$ cat src/hw/rtl/etf_pkg.sv
// types, constants and helpers shared by the escape-time fractal pixel engine
// no dependencies
`timescale 1ns / 1ps

package etf_pkg;

  localparam int FRAC_BITS = 28;
  localparam int ADDR_W    = 5;

  localparam logic [1:0] MODE_SPIDER = 2'd0;
  localparam logic [1:0] MODE_JULIA  = 2'd1;
  localparam logic [1:0] MODE_MANDEL = 2'd2;

  localparam logic [7:0] LIMIT_ESCAPE = 8'd42;
  localparam logic [7:0] LIMIT_JULIA  = 8'd128;

  // 4.0 in Q8.56
  localparam logic [63:0] ESCAPE_BOUND = 64'h0400_0000_0000_0000;

  // register indexes
  localparam logic [2:0] REG_MODE      = 3'd0;
  localparam logic [2:0] REG_STEP_RE   = 3'd1;
  localparam logic [2:0] REG_STEP_IM   = 3'd2;
  localparam logic [2:0] REG_ORIGIN_RE = 3'd3;
  localparam logic [2:0] REG_ORIGIN_IM = 3'd4;
  localparam logic [2:0] REG_JULIA_RE  = 3'd5;
  localparam logic [2:0] REG_JULIA_IM  = 3'd6;

  localparam logic [1:0]  RST_MODE      = MODE_MANDEL;
  localparam logic [31:0] RST_STEP_RE   = 32'd1048576;
  localparam logic [31:0] RST_STEP_IM   = 32'd1048576;
  localparam logic [31:0] RST_ORIGIN_RE = 32'hE000_0000;
  localparam logic [31:0] RST_ORIGIN_IM = 32'hE000_0000;
  localparam logic [31:0] RST_JULIA_RE  = 32'd76504269;
  localparam logic [31:0] RST_JULIA_IM  = 32'd2684355;

  typedef struct packed {
    logic [9:0] pixel_x;
    logic [9:0] pixel_y;
  } in_t;

  typedef struct packed {
    logic [9:0] out_x;
    logic [9:0] out_y;
    logic [7:0] iterations;
  } out_t;

  typedef struct packed {
    logic [1:0]         mode;
    logic signed [31:0] step_re;
    logic signed [31:0] step_im;
    logic signed [31:0] origin_re;
    logic signed [31:0] origin_im;
    logic signed [31:0] julia_re;
    logic signed [31:0] julia_im;
  } cfg_t;

  typedef enum logic [3:0] {
    DP_IDLE,
    DP_LOAD,
    DP_MAPX,
    DP_MAPY,
    DP_MAPI,
    DP_SQR,
    DP_SQI,
    DP_CROSS,
    DP_UPD
  } dp_cmd_t;

  typedef struct packed {
    logic first;
    logic escape;
    logic last;
  } dp_status_t;

  typedef enum logic [3:0] {
    S_IDLE,
    S_MAPX,
    S_MAPY,
    S_MAPI,
    S_SQR,
    S_SQI,
    S_CROSS,
    S_UPD,
    S_DONE
  } state_t;

  // clamp to the Q4.28 range
  function automatic logic signed [31:0] sat32(input logic signed [63:0] v);
    if (v > 64'sd2147483647) begin
      return 32'sh7fff_ffff;
    end else if (v < -64'sd2147483648) begin
      return 32'sh8000_0000;
    end
    return v[31:0];
  endfunction

endpackage

$ cat src/hw/rtl/etf_regs.sv
// configuration register file behind the apb-style port
// depends on etf_pkg
`timescale 1ns / 1ps

module etf_regs (
  input  logic                        clk,
  input  logic                        rst,
  input  logic                        psel,
  input  logic                        penable,
  input  logic                        pwrite,
  input  logic [etf_pkg::ADDR_W-1:0]  paddr,
  input  logic [31:0]                 pwdata,
  output logic [31:0]                 prdata,
  output logic                        pready,
  output etf_pkg::cfg_t               cfg
);
  import etf_pkg::*;

  logic [2:0] idx;
  logic       wr;

  assign idx    = paddr[4:2];
  assign wr     = psel & penable & pwrite;
  assign pready = 1'b1;

  always_ff @(posedge clk) begin
    if (rst) begin
      cfg.mode      <= RST_MODE;
      cfg.step_re   <= RST_STEP_RE;
      cfg.step_im   <= RST_STEP_IM;
      cfg.origin_re <= RST_ORIGIN_RE;
      cfg.origin_im <= RST_ORIGIN_IM;
      cfg.julia_re  <= RST_JULIA_RE;
      cfg.julia_im  <= RST_JULIA_IM;
    end else if (wr) begin
      case (idx)
        REG_MODE:      cfg.mode      <= pwdata[1:0];
        REG_STEP_RE:   cfg.step_re   <= pwdata;
        REG_STEP_IM:   cfg.step_im   <= pwdata;
        REG_ORIGIN_RE: cfg.origin_re <= pwdata;
        REG_ORIGIN_IM: cfg.origin_im <= pwdata;
        REG_JULIA_RE:  cfg.julia_re  <= pwdata;
        REG_JULIA_IM:  cfg.julia_im  <= pwdata;
        default: ;
      endcase
    end
  end

  always_comb begin
    case (idx)
      REG_MODE:      prdata = {30'd0, cfg.mode};
      REG_STEP_RE:   prdata = cfg.step_re;
      REG_STEP_IM:   prdata = cfg.step_im;
      REG_ORIGIN_RE: prdata = cfg.origin_re;
      REG_ORIGIN_IM: prdata = cfg.origin_im;
      REG_JULIA_RE:  prdata = cfg.julia_re;
      REG_JULIA_IM:  prdata = cfg.julia_im;
      default:       prdata = 32'd0;
    endcase
  end

endmodule

$ cat src/hw/rtl/etf_dp.sv
// datapath: shared 32x32 multiplier, z and c registers, iteration counter
// depends on etf_pkg
`timescale 1ns / 1ps

module etf_dp (
  input  logic                clk,
  input  logic                rst,
  input  etf_pkg::dp_cmd_t    cmd,
  input  etf_pkg::cfg_t       cfg,
  input  etf_pkg::in_t        item,
  output etf_pkg::dp_status_t status,
  output etf_pkg::out_t       result
);
  import etf_pkg::*;

  logic [9:0]         px;
  logic [9:0]         py;
  logic signed [31:0] zr, zi, cr, ci;
  logic signed [63:0] prod;
  logic signed [63:0] sqr, sqi;
  logic [7:0]         iter;
  logic               first;

  logic signed [31:0] mul_a, mul_b;
  logic signed [63:0] mul_p;
  logic signed [31:0] map_val;
  logic signed [63:0] diff;
  logic signed [31:0] nr, ni;
  logic [63:0]        mag;
  logic               julia, spider;
  logic [7:0]         limit;

  assign julia  = (cfg.mode == MODE_JULIA);
  assign spider = (cfg.mode != MODE_JULIA) && (cfg.mode != MODE_MANDEL);
  assign limit  = julia ? LIMIT_JULIA : LIMIT_ESCAPE;

  always_comb begin
    case (cmd)
      DP_MAPX: begin
        mul_a = {22'd0, px};
        mul_b = cfg.step_re;
      end
      DP_MAPY: begin
        mul_a = {22'd0, py};
        mul_b = cfg.step_im;
      end
      DP_SQR: begin
        mul_a = zr;
        mul_b = zr;
      end
      DP_SQI: begin
        mul_a = zi;
        mul_b = zi;
      end
      default: begin
        mul_a = zr;
        mul_b = zi;
      end
    endcase
  end

  assign mul_p = mul_a * mul_b;

  // mapping: origin plus the product held from the previous cycle
  always_comb begin
    if (cmd == DP_MAPI) begin
      map_val = sat32(64'(cfg.origin_im) + prod);
    end else begin
      map_val = sat32(64'(cfg.origin_re) + prod);
    end
  end

  // round update from the squares and the cross product
  assign diff = sqr - sqi;
  assign nr   = sat32((diff >>> FRAC_BITS) + 64'(cr));
  assign ni   = sat32((prod >>> (FRAC_BITS - 1)) + 64'(ci));

  // prod holds zi squared during the cross cycle
  assign mag = $unsigned(sqr) + $unsigned(prod);

  assign status.first  = first;
  assign status.escape = (mag > ESCAPE_BOUND);
  assign status.last   = ((iter + 8'd1) == limit);

  always_ff @(posedge clk) begin
    if (rst) begin
      iter  <= 8'd0;
      first <= 1'b1;
    end else begin
      case (cmd)
        DP_LOAD: begin
          iter  <= 8'd0;
          first <= 1'b1;
        end
        DP_CROSS: begin
          first <= 1'b0;
          if (!first && !status.escape) begin
            iter <= iter + 8'd1;
          end
        end
        default: ;
      endcase
    end
  end

  always_ff @(posedge clk) begin
    if (cmd != DP_IDLE && cmd != DP_LOAD) begin
      prod <= mul_p;
    end
    case (cmd)
      DP_LOAD: begin
        px <= item.pixel_x;
        py <= item.pixel_y;
        zr <= 32'sd0;
        zi <= 32'sd0;
        cr <= cfg.julia_re;
        ci <= cfg.julia_im;
      end
      DP_MAPY: begin
        if (julia) zr <= map_val;
        else       cr <= map_val;
      end
      DP_MAPI: begin
        if (julia) zi <= map_val;
        else       ci <= map_val;
      end
      DP_SQR: begin
        if (spider && !first) begin
          cr <= sat32(64'(cr >>> 1) + 64'(zr));
          ci <= sat32(64'(ci >>> 1) + 64'(zi));
        end
      end
      DP_SQI: begin
        sqr <= prod;
      end
      DP_CROSS: begin
        sqi <= prod;
      end
      DP_UPD: begin
        zr <= nr;
        zi <= ni;
      end
      default: ;
    endcase
  end

  assign result.out_x      = px;
  assign result.out_y      = py;
  assign result.iterations = (julia && iter == LIMIT_JULIA) ? 8'd0 : iter;

endmodule

$ cat src/hw/rtl/etf_ctrl.sv
// controller state machine sequencing mapping and iteration rounds
// depends on etf_pkg
`timescale 1ns / 1ps

module etf_ctrl (
  input  logic                clk,
  input  logic                rst,
  input  logic                start,
  input  etf_pkg::dp_status_t status,
  output etf_pkg::dp_cmd_t    cmd,
  output logic                busy,
  output logic                done
);
  import etf_pkg::*;

  state_t state, state_next;

  always_ff @(posedge clk) begin
    if (rst) begin
      state <= S_IDLE;
    end else begin
      state <= state_next;
    end
  end

  always_comb begin
    case (state)
      S_IDLE, S_DONE: state_next = start ? S_MAPX : S_IDLE;
      S_MAPX:  state_next = S_MAPY;
      S_MAPY:  state_next = S_MAPI;
      S_MAPI:  state_next = S_SQR;
      S_SQR:   state_next = S_SQI;
      S_SQI:   state_next = S_CROSS;
      S_CROSS: begin
        if (status.first) begin
          state_next = S_UPD;
        end else if (status.escape || status.last) begin
          state_next = S_DONE;
        end else begin
          state_next = S_UPD;
        end
      end
      S_UPD:   state_next = S_SQR;
      default: state_next = S_IDLE;
    endcase
  end

  always_comb begin
    busy = 1'b1;
    done = 1'b0;
    case (state)
      S_IDLE: begin
        busy = 1'b0;
        cmd  = start ? DP_LOAD : DP_IDLE;
      end
      S_DONE: begin
        busy = 1'b0;
        done = 1'b1;
        cmd  = start ? DP_LOAD : DP_IDLE;
      end
      S_MAPX:  cmd = DP_MAPX;
      S_MAPY:  cmd = DP_MAPY;
      S_MAPI:  cmd = DP_MAPI;
      S_SQR:   cmd = DP_SQR;
      S_SQI:   cmd = DP_SQI;
      S_CROSS: cmd = DP_CROSS;
      S_UPD:   cmd = DP_UPD;
      default: cmd = DP_IDLE;
    endcase
  end

endmodule

$ cat src/hw/rtl/escape_time_fractal_pixel.sv
// escape-time fractal pixel engine, top level; depends on etf_pkg, etf_regs, etf_ctrl, etf_dp
// one pixel at a time: the next pixel is taken no earlier than its predecessor's result word
// a round is two squares and the cross product on the single shared 32x32 multiplier,
// then the update
// reset: synchronous, restores register defaults; results cannot be stalled
`timescale 1ns / 1ps

module escape_time_fractal_pixel (
  input  logic                        clk,
  input  logic                        rst,
  // command side
  input  logic                        start,
  output logic                        busy,
  input  etf_pkg::in_t                item,
  // result side
  output logic                        done,
  output etf_pkg::out_t               result,
  // configuration port
  input  logic                        psel,
  input  logic                        penable,
  input  logic                        pwrite,
  input  logic [etf_pkg::ADDR_W-1:0]  paddr,
  input  logic [31:0]                 pwdata,
  output logic [31:0]                 prdata,
  output logic                        pready
);
  import etf_pkg::*;

  cfg_t       cfg;
  dp_cmd_t    cmd;
  dp_status_t status;

  // register file: mode, steps, origin and julia constant
  etf_regs u_regs (
    .clk     (clk),
    .rst     (rst),
    .psel    (psel),
    .penable (penable),
    .pwrite  (pwrite),
    .paddr   (paddr),
    .pwdata  (pwdata),
    .prdata  (prdata),
    .pready  (pready),
    .cfg     (cfg)
  );

  // sequencer: load, map x and y, then rounds of square, square, cross, update
  // busy drops in the result cycle so the next word can be taken straight away
  etf_ctrl u_ctrl (
    .clk    (clk),
    .rst    (rst),
    .start  (start),
    .status (status),
    .cmd    (cmd),
    .busy   (busy),
    .done   (done)
  );

  // arithmetic: shared multiplier, saturating adds, escape compare in q8.56
  etf_dp u_dp (
    .clk    (clk),
    .rst    (rst),
    .cmd    (cmd),
    .cfg    (cfg),
    .item   (item),
    .status (status),
    .result (result)
  );

endmodule

$ cat config.mk
export PLATFORM = sky130hd
export DESIGN_NAME = escape_time_fractal_pixel
export DESIGN_NICKNAME = d
export VERILOG_FILES = /design/src/hw/rtl/etf_pkg.sv /design/src/hw/rtl/etf_regs.sv /design/src/hw/rtl/etf_dp.sv /design/src/hw/rtl/etf_ctrl.sv /design/src/hw/rtl/escape_time_fractal_pixel.sv
export SDC_FILE = /design/constraint.sdc
export NUM_CORES = 2
export LEC_CHECK = 0
export BUFFER_PORTS_ARGS = -buffer_cell sky130_fd_sc_hd__buf_2
export CAP_MARGIN = 10
export CORE_UTILIZATION = 55
export CTS_BUF_LIST = sky130_fd_sc_hd__clkbuf_16
export CTS_CLUSTER_DIAMETER = 120
export DETAILED_ROUTE_END_ITERATION = 12
export PLACE_DENSITY = 0.71
export SYNTH_ARGS = -nofsm -noshare
export SYNTH_HDL_FRONTEND = slang
export SYNTH_HIERARCHICAL = 1
export SYNTH_SLANG_ARGS = --single-unit
$ cat constraint.sdc
create_clock -name clk -period 18.02 [get_ports clk]
set_input_delay 2.703 -clock clk [delete_from_list [all_inputs] [get_ports clk]]
set_output_delay 2.703 -clock clk [all_outputs]
set_load 0.02 [all_outputs]
==> Word-level counts from Yosys, hierarchy flattened <==
Index checks and enable logic that the tools add are counted.
{ "totals": {"ff_bits": 547, "latchBits": 0, "ram_bits": 0, "rom_bits": 0, "input_bits": 63, "word_cells": 168, "mem_count": 0} }
{ "op_classes": {"add_sub_neg": 9, "multipliers": 1, "div": 0, "magnitude_cmp": 13, "eq_ne": 34, "n_shift": 0, "n_mux": 60, "n_bitwise": 2, "reduce_logical": 30} }
{ "op_table": {"columns": ["operator", "n"], "rows": [
  ["2-to-1 mux 32 bit", 23],
  ["case mux 32 bit (3 select lines)", 6],
  ["greater-than comparator 64 x 32 -> 1 bit (second input constant)", 6],
  ["less-than comparator 64 x 32 -> 1 bit (second input constant)", 6],
  ["case mux 32 bit (7 select lines)", 1],
  ["adder 32 x 64 -> 64 bit", 2],
  ["adder 31 x 32 -> 33 bit", 2],
  ["adder 64 bit", 1],
  ["greater-than comparator 64 x 59 -> 1 bit (second input constant)", 1],
  ["multiplier 32 x 32 -> 64 bit", 1],
  ["subtractor 64 bit", 1],
  ["adder 37 x 32 -> 38 bit", 1],
  ["adder 36 x 32 -> 37 bit", 1],
  ["equality test 4 x 3 -> 1 bit (second input constant)", 8],
  ["case mux 4 bit (8 select lines)", 1],
  ["case mux 4 bit (7 select lines)", 1],
  ["2-to-1 mux 8 bit", 3],
  ["2-to-1 mux 1 bit", 21],
  ["AND reduction 2 bit", 10],
  ["equality test 4 x 2 -> 1 bit (second input constant)", 4],
  ["case mux 8 bit (2 select lines)", 1],
  ["nonzero test 3 bit", 4],
  ["inequality test 2 x 1 -> 1 bit (second input constant)", 5],
  ["equality test 3 bit (second input constant)", 3],
  ["22 further kinds", 36]
]} }

==> Depth between registers and ports, before layout <==
{ "logic_depth": {"depth_word": 9, "mapped_depth": 44} }

==> Cells and area by module <==
The synthesis kept the hierarchy.
{ "by_module_without_submodules": {"columns": ["mod", "instances", "cells_each", "area_per_inst_um2"], "rows": [
  ["etf_dp", 1, 8180, 71133.2],
  ["etf_regs", 1, 938, 9257.6],
  ["etf_ctrl", 1, 29, 231.5]
]} }

==> Worst setup path after synthesis <==
Ideal clock, no wire load.
{ "synth_path": {"path_type": "in2reg", "from": "input port start", "to": "register u_dp.prod[63], data pin", "setup_ns": 0.260, "arrival_ns": 13.179, "t_required_ns": 17.760, "slack_ns": 4.581, "path_stages": 35, "cell_sequence": "mux2i_1 > nor2_1 > clkinv_1 > and3_1 > clkbuf_1 > clkbuf_1 > buf_1 > o21ai_1 > clkbuf_1 > nand2_1 > fa_1 > fa_1 > fa_1 > fa_1 > inv_1 > fa_1 > fa_1 > fa_1 > inv_1 > fa_1 > inv_1 > ha_1 > and3_1 > nand2_1 > or2_2 > o22ai_1 > nand3_1 > a41oi_1 > nand3_1 > a31o_2 > o31ai_1 > nor3_1 > o21bai_1 > a21oi_1 > xnor2_1"} }
{ "synth_between": {"elab_chain_len": 5, "elab_cells_between_ends": 9, "classes_between": "mul (1); eq/ne (4); mux (4)"} }
{ "synth_rtl": {"columns": ["element", "line_no", "source"], "rows": [
  ["from (decl)", "escape_time_fractal_pixel.sv:12", "input logic start,"],
  ["2-to-1 mux 1 bit *", "etf_ctrl.sv:54, etf_ctrl.sv:59", null],
  ["case mux 4 bit (8 select lines) *", "etf_ctrl.sv:51", "case (state)"],
  ["net cmd[0]", "escape_time_fractal_pixel.sv:30", "dp_cmd_t cmd;"],
  ["equality test 4 x 3 -> 1 bit, or another cell as far along", "etf_dp.sv:38", "case (cmd)"],
  ["case mux 32 bit (3 select lines)", "etf_dp.sv:38", null],
  ["multiplier 32 x 32 -> 64 bit *", "etf_dp.sv:62", "assign mul_p = mul_a * mul_b;"],
  ["net u_dp.mul_p[63]", "etf_dp.sv:25", "logic signed [63:0] mul_p;"],
  ["to (signal assigned)", "etf_dp.sv:108", "prod <= mul_p;"],
  ["to (decl)", "etf_dp.sv:19", "logic signed [63:0] prod;"]
]} }
The timed path passes the listed nets; every way through them passes the cells marked *.
A chain may end at the register's enable or synchronous reset.

==> Final worst setup path <==
{ "layout_path": {"from": "input port start", "to": "register u_dp.prod[58], data pin"} }
The elaborated chain is that of the path after synthesis.

==> report_table.html <==
<table>
<tr><th>Metric</th><th>Value</th></tr>
<tr><th colspan="2">Status</th></tr>
<tr><td>Outcome</td><td>complete, no violations</td></tr>
<tr><th colspan="2">GRT</th></tr>
<tr><td>Largest net degree at the start of global routing</td><td>between 100 and 150</td></tr>
<tr><td>Overall track demand over capacity in global routing</td><td>0.4436</td></tr>
<tr><td>Global route overflow</td><td>0</td></tr>
<tr><td>Number of antenna violations at the first check in global routing</td><td>26</td></tr>
<tr><td>Via count of the first global-routing pass</td><td>just over 70k</td></tr>
<tr><td>Wire length of the first global-routing pass</td><td>between 400000 and 500000 um</td></tr>
<tr><th colspan="2">STA</th></tr>
<tr><td>Shortest period the worst path allows</td><td>14530 ps</td></tr>
<tr><td>Transition at the pin with the smallest max-transition slack</td><td>roughly 1400 ps</td></tr>
<tr><td>Count of final max-slew check failures</td><td>0</td></tr>
<tr><td>Fmax</td><td>about 69 MHz</td></tr>
<tr><td>Final period utilization</td><td>0.8063</td></tr>
<tr><td>Unrepaired setup endpoints after global routing</td><td>false</td></tr>
<tr><td>Final-report setup violation count</td><td>0</td></tr>
<tr><td>Final hold vios</td><td>0</td></tr>
<tr><td>Final setup skew</td><td>~43 ps</td></tr>
<tr><td>Headroom to the max-slew limit</td><td>0.04010</td></tr>
<tr><td>Final setup TNS</td><td>0 ps</td></tr>
<tr><th colspan="2">Synth</th></tr>
<tr><td>Post-synthesis instance area</td><td>~0.081 mm^2</td></tr>
<tr><td>Predominant post-synthesis flop cell</td><td>edfxtp_1</td></tr>
<tr><td>Share of synthesized area spent on multiplexers</td><td>0.03351</td></tr>
<tr><td>Largest family of logic cells by synthesized area</td><td>adder cells</td></tr>
<tr><td>Synthesized net count</td><td>10.87k</td></tr>
<tr><td>Syn avg cell area</td><td>~8.8 um^2</td></tr>
<tr><td>Post-synth top area cell</td><td>fa_1</td></tr>
<tr><td>Synthesized-area fraction occupied by xor and xnor cells</td><td>0.03943</td></tr>
<tr><td>Number of synthesized flops with an enable pin</td><td>340</td></tr>
<tr><td>Simple-gate share of the synthesized area</td><td>0.1618</td></tr>
<tr><td>Share of flip-flops with an asynchronous set or reset</td><td>0</td></tr>
<tr><td>Fraction of the yosys area taken by sequential cells</td><td>0.1780</td></tr>
<tr><td>Cells after synthesis</td><td>between 9k and 10k</td></tr>
<tr><td>Post-synthesis compound-gate area fraction</td><td>0.1526</td></tr>
<tr><td>Number of different library cells in the post-synthesis netlist</td><td>about 110</td></tr>
<tr><td>Share of Yosys cell area claimed by the top area cell type</td><td>0.2704</td></tr>
<tr><td>Cells taking the most area after synthesis</td><td>fa_1, edfxtp_1, ha_1</td></tr>
<tr><td>Post-synthesis share of cell area spent on full adders, half adders and majority gates</td><td>0.3596</td></tr>
<tr><td>Count of synthesis-stage warnings from yosys</td><td>6</td></tr>
<tr><td>Count of state elements after synthesis</td><td>547</td></tr>
<tr><th colspan="2">Cells and area</th></tr>
<tr><td>Share of post-route cells with drive strength above 1</td><td>0.06325</td></tr>
<tr><td>Share of the core filled with cells in the final layout</td><td>0.5893</td></tr>
<tr><td>Most frequent standard cell in the layout excluding fill and tap cells</td><td>inv_1</td></tr>
<tr><td>Area added between synthesis and finish</td><td>6.394%</td></tr>
<tr><td>Most frequent cells in the layout</td><td>inv_1, fa_1, nand2_1, nor2_1, ha_1</td></tr>
<tr><td>Final layout net count</td><td>roughly 11k</td></tr>
<tr><th colspan="2">Die</th></tr>
<tr><td>Top-Level Pins</td><td>around 130</td></tr>
<tr><td>Area of the core</td><td>about 0.15 mm^2</td></tr>
<tr><td>Width of the chip</td><td>around 380 um</td></tr>
<tr><td>DIE AREA</td><td>between 0.1 and 0.15 mm^2</td></tr>
<tr><td>Effective utilization at floorplan</td><td>0.5539</td></tr>
<tr><td>Num rows</td><td>between 100 and 150</td></tr>
<tr><td>Die Y-Extent</td><td>approximately 380 um</td></tr>
<tr><th colspan="2">Clock tree</th></tr>
<tr><td>TritonCTS Buffers</td><td>66</td></tr>
<tr><td>Longest Clk Path Bufs</td><td>3</td></tr>
<tr><td>Clock-pin slew of the registers on the worst-case setup and hold paths</td><td>about 60 ps</td></tr>
<tr><td>H-tree lvl count</td><td>3</td></tr>
<tr><td>Clock Latency Late Sink</td><td>670 ps</td></tr>
<tr><td># clock sinks</td><td>547</td></tr>
<tr><td>CTS tree</td><td>yes</td></tr>
<tr><td>Root buffer selected by CTS</td><td>clkbuf_16</td></tr>
<tr><td>Hold buffers post-CTS</td><td>0</td></tr>
<tr><td>Post-cts gate resize count</td><td>0</td></tr>
<tr><td>Post-CTS repair timing setup buffer count</td><td>0</td></tr>
<tr><th colspan="2">Routing</th></tr>
<tr><td>Met2 Wirelength</td><td>roughly 140000 um</td></tr>
<tr><td>DR top layer</td><td>met5</td></tr>
<tr><td>Final routed DRC violation total</td><td>0</td></tr>
<tr><td>Post-route antenna net violation count</td><td>0</td></tr>
<tr><td>Detailed-routing wirelength on met1</td><td>around 110000 um</td></tr>
<tr><td>Initial DRC count</td><td>about 8.5k</td></tr>
<tr><td>Detailed-route wire length per cell</td><td>approximately 30 um</td></tr>
<tr><td>Initial DRT Pass Iterations</td><td>6</td></tr>
<tr><td>Vias per inst</td><td>~6.4</td></tr>
<tr><td>Met3 routed WL</td><td>roughly 35000 um</td></tr>
<tr><td>Detailed-route wire length</td><td>327900 um</td></tr>
<tr><td>Overall via count from detail_route</td><td>slightly above 70k</td></tr>
<tr><th colspan="2">Critical path</th></tr>
<tr><td>Worst-path maximum fanout</td><td>71</td></tr>
<tr><td>Reg-to-reg slack, setup</td><td>~4600 ps</td></tr>
<tr><td>Delay of the slowest critical-path stage</td><td>around 990 ps</td></tr>
<tr><td>Depth of the worst register-to-register path</td><td>33</td></tr>
<tr><td>End of the worst register-to-register path</td><td>u_dp/prod[58]</td></tr>
<tr><td>Cell at the slowest stage of the critical path</td><td>a221o_1</td></tr>
<tr><td>Worst setup path class</td><td>in2reg</td></tr>
<tr><td>CP required</td><td>about 18000 ps</td></tr>
<tr><td>Element type at the critical path end</td><td>register</td></tr>
<tr><td>Most prevalent standard cell on the critical path</td><td>fa_1</td></tr>
<tr><td>Start of the worst register-to-register path</td><td>u_ctrl/state[0]</td></tr>
<tr><td>Worst endpoint data arrival time</td><td>roughly 15000 ps</td></tr>
<tr><td>CP Launch Type</td><td>primary input</td></tr>
<tr><th colspan="2">Place</th></tr>
<tr><td>HPWL Detailed</td><td>between 200000 and 300000 um</td></tr>
<tr><td>Buffers added on ports</td><td>around 120</td></tr>
<tr><td>Weighted congestion at the end of routability-driven global placement</td><td>between 1 and 1.5</td></tr>
<tr><th colspan="2">Worst hold path</th></tr>
<tr><td>Type of the most critical hold path</td><td>reg2reg</td></tr>
<tr><td>Worst hold path stage count</td><td>2</td></tr>
<tr><td>Worst min-delay path startpoint</td><td>u_regs/cfg[169]</td></tr>
<tr><td>Endpoint of the worst hold-timing path</td><td>u_regs/cfg[169]</td></tr>
<tr><th colspan="2">Run</th></tr>
<tr><td>Max Cap Viol</td><td>0</td></tr>
</table>
-- metal layers --
metal	GRT usage	vias up
li1	-	30630
met1	0.5213	35260
met4	0.3879	10
met2	0.6762	4244
met5	0.001624	-
met3	0.1115	1226
-- registers in the layout (all words and copies together) (netlist names), 4 cells and up --
register	cells
u_regs/cfg	194
u_dp/prod	64
u_dp/sqi	64
u_dp/sqr	64
u_dp/ci	32
u_dp/cr	32
u_dp/zi	32
u_dp/zr	32
u_dp/px	10
u_dp/py	10
u_dp/iter	8
u_ctrl/state	4
-- cells in the mapped netlist (24+ instances only) --
library cell     n
nand2b_1       230
o21ai_0        360
xnor2_1        239
inv_1         1132
mux2_2          33
nor2b_1         55
and2_1          41
o31ai_1         26
a2bb2oi_1       24
a22o_1          26
o211ai_1        57
nand2_1       1026
xor2_1         124
or3_1           26
nor3_1          90
nor4_1          25
and3_1          59
o21bai_1        76
a21o_1         159
clkbuf_1       336
o21ai_1         74
fa_1          1089
a221oi_1        70
nand3_1        185
a21oi_1        512
o21a_1         109
or2_2           27
nand4_1         87
nor2_1         945
ha_1           575
a211oi_1        58
dfxtp_1        207
mux2i_1        226
buf_1           26
buf_2           38
edfxtp_1       340
a31oi_1         55
-- cell families after synthesis --
kind of cell | count (synthesis)
adders and majority gates | 1664
DFF | 547
AOI/OAI and AO/OA | 1862
muxes | 263
xor gates and xnor gates | 363
buffers and inverters | 1559
and+or+nand+nor | 2888
other | 1
-- per-stage QoR --
stage / setup WS [ps] / instances / area, um^2 / hold WS, ps
after floorplan: 4581 / 9147 / 80620 / 457.8
after global placement: 3299 / 10940 / 83550 / 476.2
after detailed placement: 3233 / 10940 / 83550 / 479.5
after CTS: 3880 / 11060 / 85720 / 488.0
after global routing: 3253 / 11060 / 85730 / 509.8
final: 3491 / 11080 / 85780 / 494.7
-- worst max-delay path by stage --
stage	from	end	slack (ps)
after CTS	start	u_dp/prod[58]	3880
after global placement	start	u_dp/prod[58]	3300
after detailed placement	start	u_dp/prod[63]	3230
after global routing	start	u_dp/prod[58]	3250
final	start	u_dp/prod[58]	3490
after floorplan	start	u_dp/prod[63]	4580
-- final cells by class --
| type | count | area [um^2] |
|---|---|---|
| clock buffer | 69 | 1727 |
| tap | 1917 | 2399 |
| fill | 12790 | 59790 |
| timing repair buffer | 298 | 1938 |
| clock inverter | 48 | 441.7 |
| antenna | 20 | 50.05 |
| multi-input combinational | 7041 | 60610 |
| sequential | 547 | 14350 |
| inverter | 1135 | 4260 |
-- worst max-delay path: cells and delay by family --
kind / cells / cell delay, ps
AOI/OAI and AO/OA: 11 / 4220
xor gates and xnor gates: 1 / 150
buffers and inverters: 9 / 2110
adders and majority gates: 9 / 4350
and+or+nand+nor: 3 / 880
muxes: 1 / 320
Power is not shown: default switching activity piles up to over one toggle a cycle in this logic, so the estimate is an artifact.
